[src/sv/fmu_pkg.sv]
// Package for the binary32 multiplier unit: field widths, constants and
// the pipeline stage record types. No dependencies.
package fmu_pkg;
    localparam int EXP_W  = 8;
    localparam int MANT_W = 23;
    localparam int SIG_W  = 24;
    localparam int PROD_W = 48;
    localparam logic [EXP_W-1:0]  EXP_MAX  = 8'hFF;
    localparam logic [9:0]        EXP_BIAS = 10'd127;
    localparam logic [MANT_W-1:0] QNAN_BIT = 23'h400000;
    localparam logic [MANT_W-1:0] NAN_MANT = 23'h000001;

    // Stage 1 record: special results resolved, significands ready.
    typedef struct packed {
        logic              sign;
        logic              special;
        logic [31:0]       special_word;
        logic signed [9:0] expo;
        logic [SIG_W-1:0]  ma;
        logic [SIG_W-1:0]  mb;
    } t_s1;

    // Stage 2 record: partial products.
    typedef struct packed {
        logic              sign;
        logic              special;
        logic [31:0]       special_word;
        logic signed [9:0] expo;
        logic [PROD_W-1:0] lo;   // ma * mb[11:0]
        logic [PROD_W-1:0] hi;   // ma * mb[23:12]
    } t_s2;

    // Stage 3 record: full product.
    typedef struct packed {
        logic              sign;
        logic              special;
        logic [31:0]       special_word;
        logic signed [9:0] expo;
        logic [PROD_W-1:0] p;
    } t_s3;
endpackage

[src/sv/float32_multiplier_unit.sv]
// Top level of the binary32 multiplier unit: a five-stage pipeline.
// Depends on fmu_pkg.
//
// This unit multiplies two IEEE 754 single-precision words and returns the
// product truncated toward zero, with no rounding. It accepts one transaction
// every cycle while the output register is free or being taken. Stages: operand
// decode and special cases, split 24x12 partial products, product sum,
// normalization, subnormal shift and packing. A stall on the output freezes the
// whole pipeline while the output register holds a product, so nothing is lost
// or repeated; while the output register is empty a new transaction still enters
// even if the output stalls.
module float32_multiplier_unit
    import fmu_pkg::*;
(
    input  logic        i_clk,
    input  logic        i_rst_n,
    input  logic        i_valid,
    output logic        o_stall,
    input  logic [31:0] i_operand_a,
    input  logic [31:0] i_operand_b,
    output logic        o_valid,
    input  logic        i_stall,
    output logic [31:0] o_product
);
    logic r_v1, r_v2, r_v3, r_v4, r_v5;
    t_s1 r_s1, n_s1;
    t_s2 r_s2, n_s2;
    t_s3 r_s3, n_s3;
    logic              r_sign4, r_special4;
    logic [31:0]       r_word4;
    logic signed [10:0] r_expo4;
    logic [SIG_W-1:0]  r_m4;
    logic              r_zero4;
    logic [31:0]       r_out, n_out;
    logic [PROD_W-1:0] n_m_full;
    logic signed [10:0] n_expo4;
    logic              n_zero4;
    logic              adv;

    // The pipeline moves whenever the output register is free or being taken.
    assign adv     = !r_v5 || !i_stall;
    assign o_stall = !adv;

    // Stage 1: decode and special-case resolution.
    always_comb begin
        logic [EXP_W-1:0] ea, eb;
        logic [MANT_W-1:0] fa, fb;
        logic nan_a, nan_b, snan_a, snan_b, inf_a, inf_b, zero_a, zero_b, sign;
        logic signed [9:0] e;
        ea = i_operand_a[30:23]; eb = i_operand_b[30:23];
        fa = i_operand_a[22:0];  fb = i_operand_b[22:0];
        sign   = i_operand_a[31] ^ i_operand_b[31];
        nan_a  = (ea == EXP_MAX) && (fa != '0);
        nan_b  = (eb == EXP_MAX) && (fb != '0);
        snan_a = nan_a && (fa < QNAN_BIT);
        snan_b = nan_b && (fb < QNAN_BIT);
        inf_a  = (ea == EXP_MAX) && (fa == '0);
        inf_b  = (eb == EXP_MAX) && (fb == '0);
        zero_a = (ea == '0) && (fa == '0);
        zero_b = (eb == '0) && (fb == '0);
        e = $signed({2'b00, ea}) + $signed({2'b00, eb}) - $signed(EXP_BIAS);
        n_s1.sign = sign;
        n_s1.special = 1'b1;
        n_s1.special_word = {sign, 8'h00, 23'h0};
        if (nan_a || nan_b) begin
            if (snan_a)      n_s1.special_word = {sign, ea, fa};
            else if (snan_b) n_s1.special_word = {sign, eb, fb};
            else             n_s1.special_word = {sign, EXP_MAX, NAN_MANT};
        end else if (inf_a || inf_b) begin
            if ((inf_a && zero_b) || (inf_b && zero_a))
                n_s1.special_word = {sign, EXP_MAX, NAN_MANT};
            else
                n_s1.special_word = {sign, EXP_MAX, 23'h0};
        end else if (e >= 10'sd255) begin
            n_s1.special_word = {sign, EXP_MAX, 23'h0};
        end else if (e < 10'sd0) begin
            n_s1.special_word = {sign, 8'h00, 23'h0};
        end else begin
            n_s1.special = 1'b0;
        end
        n_s1.expo = e + ((ea == '0) ? 10'sd1 : 10'sd0) + ((eb == '0) ? 10'sd1 : 10'sd0);
        n_s1.ma = {(ea != '0), fa};
        n_s1.mb = {(eb != '0), fb};
    end

    // Stage 2: two 24x12 partial products.
    always_comb begin
        n_s2.sign = r_s1.sign;
        n_s2.special = r_s1.special;
        n_s2.special_word = r_s1.special_word;
        n_s2.expo = r_s1.expo;
        n_s2.lo = {24'h0, r_s1.ma} * {36'h0, r_s1.mb[11:0]};
        n_s2.hi = {24'h0, r_s1.ma} * {36'h0, r_s1.mb[23:12]};
    end

    // Stage 3: sum of the partial products.
    always_comb begin
        n_s3.sign = r_s2.sign;
        n_s3.special = r_s2.special;
        n_s3.special_word = r_s2.special_word;
        n_s3.expo = r_s2.expo;
        n_s3.p = r_s2.lo + {r_s2.hi[PROD_W-13:0], 12'h0};
    end

    // Stage 4: normalize so that the significand fits in 24 bits.
    always_comb begin
        int k;
        k = 0;
        for (int i = PROD_W - 1; i >= SIG_W; i--) begin
            if (r_s3.p[i] && k == 0) k = i - SIG_W + 1;
        end
        n_m_full = r_s3.p >> k;
        n_expo4 = 11'(r_s3.expo) + 11'(k) - 11'sd23;
        n_zero4 = (r_s3.p == '0);
    end

    // Stage 5: special results, zero, overflow, subnormal shift and packing.
    always_comb begin
        logic [SIG_W-1:0] m;
        logic signed [11:0] sh;
        m = r_m4;
        sh = '0;
        n_out = {r_sign4, 8'h00, 23'h0};
        if (r_special4) begin
            n_out = r_word4;
        end else if (r_zero4) begin
            n_out = {r_sign4, 8'h00, 23'h0};
        end else if (r_expo4 >= 11'sd255) begin
            n_out = {r_sign4, EXP_MAX, 23'h0};
        end else if (r_expo4 <= 11'sd0) begin
            sh = 12'sd1 - 12'(r_expo4);
            m = (sh >= 12'sd24) ? '0 : (r_m4 >> sh[4:0]);
            n_out = {r_sign4, 8'h00, m[22:0]};
        end else begin
            n_out = {r_sign4, r_expo4[7:0], m[22:0]};
        end
    end

    always_ff @(posedge i_clk) begin
        if (!i_rst_n) begin
            r_v1 <= 1'b0; r_v2 <= 1'b0; r_v3 <= 1'b0; r_v4 <= 1'b0; r_v5 <= 1'b0;
        end else if (adv) begin
            r_v1 <= i_valid; r_v2 <= r_v1; r_v3 <= r_v2; r_v4 <= r_v3; r_v5 <= r_v4;
        end
    end

    always_ff @(posedge i_clk) begin
        if (adv) begin
            r_s1 <= n_s1;
            r_s2 <= n_s2;
            r_s3 <= n_s3;
            r_sign4 <= r_s3.sign;
            r_special4 <= r_s3.special;
            r_word4 <= r_s3.special_word;
            r_expo4 <= n_expo4;
            r_m4 <= n_m_full[SIG_W-1:0];
            r_zero4 <= n_zero4;
            r_out <= n_out;
        end
    end

    assign o_valid   = r_v5;
    assign o_product = r_out;
endmodule
[config.mk]
export PLATFORM = sky130hd
export DESIGN_NAME = float32_multiplier_unit
export DESIGN_NICKNAME = d
export VERILOG_FILES = /design/src/sv/fmu_pkg.sv /design/src/sv/float32_multiplier_unit.sv
export SDC_FILE = /design/constraint.sdc
export NUM_CORES = 2
export LEC_CHECK = 0
export BUFFER_PORTS_ARGS = -buffer_cell sky130_fd_sc_hd__clkbuf_2
export CORE_AREA = 2 2 254 256
export DETAILED_ROUTE_END_ITERATION = 16
export DIE_AREA = 0 0 256 258
export PLACE_DENSITY = 0.79
export SYNTH_ARGS = -nofsm -noshare
export SYNTH_HDL_FRONTEND = slang
export SYNTH_SLANG_ARGS = --single-unit
export TNS_END_PERCENT = 30
[constraint.sdc]
create_clock -name i_clk -period 12.8 [get_ports i_clk]
set_input_delay 1.92 -clock i_clk [delete_from_list [all_inputs] [get_ports i_clk]]
set_output_delay 1.92 -clock i_clk [all_outputs]
set_load 0.05 [all_outputs]
* Word-level counts from Yosys, hierarchy flattened
Index checks and enable logic that the tools add are counted.
Cells by class: $add $sub $neg 8, $mul 2, magnitude comparators 7, eq/ne operators 2, shifts and indexed selects 2, mux-type cells 38, bitwise operators 1, reduce and logical (&&, ||, !) cells 73
Operator list (number):
- two-way mux 32 bit | 24
- logical NOT 32 bit | 23
- two-way mux 31 bit | 8
- multiplier 24 x 12 -> 36 bit | 2
- adder 36 x 48 -> 48 bit | 1
- logical NOT 48 bit | 1
- >> shifter 48 x 32 -> 24 bit | 1
- logical NOT 23 bit | 2
- less-than comparator 23 bit, second input constant | 2
- nonzero test 23 bit | 2
- logical AND 1 bit | 33
- >> shifter 24 x 5 -> 23 bit | 1
- two-way mux 23 bit | 1
- adder 10 x 2 -> 10 bit | 2
- equality test 8 bit, second input constant | 2
- logical NOT 8 bit | 2
- nonzero test 8 bit | 2
- >= comparator 12 x 6 -> 1 bit, second input constant | 1
- subtractor 2 x 11 -> 12 bit, first input constant | 1
- adder 10 x 11 -> 11 bit | 1
- >= comparator 11 x 9 -> 1 bit, second input constant | 1
- <= comparator 11 x 1 -> 1 bit, second input constant | 1
- subtractor 11 x 6 -> 11 bit, second input constant | 1
- >= comparator 10 x 9 -> 1 bit, second input constant | 1
- other kinds (9) | 17
Word-level totals: register bits 407, bits of input ports 68, output and inout port bits 34, logic and storage cells 162

* Logic depth before layout (Yosys ltp)
depth in word-level cells 72, depth in mapped cells 27, gate-level depth less buffers 23

* Least setup slack after synthesis
Ideal clock, no wire load.
path kind input port to output port, start input port i_stall, end output port o_stall, arrival 13580 ps, required time 10880 ps, slack -2700 ps, stages 2, path through nand2_1 -> inv_1
Between the ends: cells in the longest elaborated chain, start to end 3
RTL lines:
- start: declaration | line float32_multiplier_unit.sv:22 | input logic i_stall,
- logical NOT 1 bit | line float32_multiplier_unit.sv:41 | assign adv = !r_v5 || !i_stall;
- logical OR 1 bit | line float32_multiplier_unit.sv:41
- logical NOT 1 bit | line float32_multiplier_unit.sv:42 | assign o_stall = !adv;
- end: declaration | line float32_multiplier_unit.sv:18 | output logic o_stall,
Every way passes these cells.

==> summary.txt <==
Routing
  – DRC errors left: 0
  – Avg WL per Cell: 21.6 um
  – Final ANT Viol Nets: 0
  – Drt initial violations: 2662
  – Vias: 27071
  – First drt pass iteration count: 8
  – Total routed wirelength: 95900 um
  – Routed vias/inst: 6.09

Logic synthesis
  – Synth Area in XOR/XNOR: 0.0267
  – Async SR Flop Fraction: 0
  – Post-synth top flop: edfxtp_1
  – Yosys reg bits: 403
  – Unique masters post-synth: 102
  – Post-Syn Instances: 3539
  – Adder-cell share of the synthesized area: 0.309
  – Post-synthesis sequential area ratio: 0.325
  – Syn_nets: 4256
  – Post-Synthesis Cell Area: 0.0370 mm2
  – EDFF count, synth: 398
  – Mux contribution to synthesized area: 0.0240
  – Post-Synth Simple-Gate Area: 0.138
  – Yosys warnings: 0
  – Avg Cell Area, Syn: 10.5 um2
  – Largest family of logic cells by synthesized area: adder cells
  – Synth Area in Compound Gates: 0.107

Final layout
  – Nets: 4273
  – Most common cell after layout, fill and taps aside: nand2_1
  – Area Overhead vs Synth: 7.36%
  – Share of cells above drive strength 1: 0.0821
  – Most frequent cells in the layout: nand2_1, inv_1, fa_1
  – Final Core Density: 0.625
  – Fin area: 0.0398 mm2
  – Filler instances: 4916

Timing
  – Rel. slew slack: 0.176
  – Setup slack after layout: 5.93 ns
  – Worst Max-Slew Pin Slew: 1.24 ns
  – Final Cycle Share: 0.537
  – RSZ-0062 raised after global routing: false
  – Slew Limit Fails: 0
  – Fin. Hold Viols: 0
  – Final setup vio count: 0
  – Final setup skew: 0.0227 ns
  – Sum Neg Setup Slack: 0 ns
  – Minimum clock period: 6.87 ns
  – Highest clock rate: 0.146 GHz

Global route
  – Pin count of the biggest net entering global routing: 129
  – First-pass GRT wire length: 151000 um
  – GRT Residual Overflow: 0
  – Total GRT Usage: 0.292
  – Initial antenna violation count: 4
  – Vias in the first global route: 27384

CTS
  – CTS tree: done
  – H-tree Lvls: 2
  – Post-CTS Hold Buffers: 0
  – Clock slew at reported path FFs: 0.06 ns
  – # clock sinks: 403
  – CTS Buf Count: 44
  – Clk Latency, worst-skew pair: 0.60 ns
  – Root Driver: clkbuf_16
  – Post-CTS sizing: 0
  – Post-CTS Setup Repair Bufs: 0
  – Maximum clock path buffer count: 3

Floorplan
  – Area of the core: 0.0636 mm2
  – Number of cell rows: 93
  – Die width: 256 um
  – Initial Util: 0.582
  – Ports: 102
  – Die area: 0.0660 mm2
  – Height of the die: 258 um

Flow run
  – Max cap viols: 0

Placement
  – Routability cong.: 0.958
  – Pre-CTS setup slack: 6.04 ns
  – Placed inst area: 0.0382 mm2
  – HPWL after DPL: 70700 um
  – IO Port Bufs: 101

Setup path
  – Endpoint class of the critical path: flop
  – Setup crit start kind: flop
  – Worst EP required: 13.12 ns
  – Crit-path max FO: 24
  – Crit path arrival time: 7.19 ns
  – CP Class: reg -> reg

Status
  – Status: complete, no violations

Worst hold path
  – Hold WC Path Type: reg -> reg
[worst paths after layout]
| path | from | end | slack [ns] | depth (start not counted) |
|---|---|---|---|---|
| min reg2reg | n_s3[61]$_DFFE_PN_ | r_s3[61]$_DFFE_PN_ | 0.41 | 0 |
| min | n_s3[61]$_DFFE_PN_ | r_s3[61]$_DFFE_PN_ | 0.41 | 0 |
| max reg2reg | r_s1[3]$_DFFE_PN_ | r_s2[83]$_DFFE_PN_ | 5.93 | 21 |
| max | r_s1[3]$_DFFE_PN_ | r_s2[83]$_DFFE_PN_ | 5.93 | 21 |
[cell type report]
class                   instances  area, um2  area share
well taps                     855       1070      0.0269
flip-flops and latches        403      12100       0.303
inverters                     497       1870      0.0470
clock inverters                29        392     0.00985
repair buffers                143        821      0.0206
clock buffers                  52       1130      0.0284
multi-input cells            2467      22400       0.564
diodes                          2       5.00    0.000126
[stage by stage]
step | std cells | hold WS, ns
2_1_floorplan | 3539 | 0.400
3_3_place_gp | 4365 | 0.401
3_5_place_dp | 4365 | 0.405
4_1_cts | 4446 | 0.406
5_1_grt | 4446 | 0.410
6_report | 4448 | 0.406
[critical path: stages, from the launching register on]
cell and delay [ns]:
edfxtp_1 0.97, nand2_1 0.18, fa_1 0.58, inv_1 0.05
fa_1 0.51, inv_1 0.06, fa_1 0.54, inv_1 0.05
fa_1 0.51, fa_1 0.43, ha_1 0.32, o21ai_0 0.14
a211oi_1 0.29, o2111ai_1 0.16, nand3_1 0.19, a311oi_1 0.17
o21bai_1 0.22, nand2_1 0.10, a311oi_1 0.51, a211oi_1 0.19
o31ai_1 0.32, xnor2_1 0.11
[registers in the layout (all words and copies together), names as in the netlist]
name,flops
r_v4,1
r_s3,91
o_valid,1
o_product,32
r_word4,31
r_s2,72
r_v1,1
n_s2,43
n_s3,43
r_sign4,1
r_expo4,11
r_m4,24
r_special4,1
r_v2,1
r_zero4,1
r_v3,1
r_s1,48
[synth_stat cells, types with 7 or more instances]
master / count / area, um2
a21oi_1: 103 / 515
xor2_1: 36 / 315
o2111ai_1: 7 / 61.3
o211ai_1: 16 / 120
and3_1: 26 / 163
a211oi_1: 25 / 188
and2_1: 207 / 1290
nor4_1: 27 / 169
a221oi_1: 14 / 123
inv_1: 492 / 1850
nor2b_1: 20 / 125
edfxtp_1: 398 / 12000
buf_1: 7 / 26.3
mux2i_1: 46 / 460
nand2_1: 519 / 1950
a22oi_1: 22 / 165
o32ai_1: 7 / 61.3
a21o_1: 28 / 210
o22ai_1: 22 / 138
nand4_1: 19 / 119
buf_2: 11 / 55.1
nand3_1: 46 / 230
ha_1: 205 / 2560
o21ai_0: 105 / 526
a32oi_1: 11 / 96.3
or2_2: 8 / 50.1
nor3_1: 37 / 185
o21a_1: 19 / 143
mux2_2: 19 / 214
fa_1: 444 / 8890
clkbuf_1: 145 / 544
a31oi_1: 10 / 62.6
mux4_2: 9 / 203
nor2_1: 118 / 443
a22o_1: 31 / 272
nand2b_1: 19 / 119
xnor2_1: 77 / 674
o21bai_1: 16 / 120
or3_1: 15 / 93.8
[logic make-up after synthesis]
kind of cell             Yosys count
AO/OA/AOI/OAI                    547
other                              1
buffers and inverters            669
flip-flops                       403
adder cells (fa/ha/maj)          649
AND/OR/NAND/NOR                 1082
multiplexers                      75
XOR/XNOR                         113
[metal layers]
layer,wire length [um],track usage
met5,13,0
met2,44700,0.472
met4,4830,0.138
met3,9300,0.0588
met1,37000,0.382
Power is not shown: default switching activity piles up to over one toggle a cycle in this logic, so the estimate is an artifact.
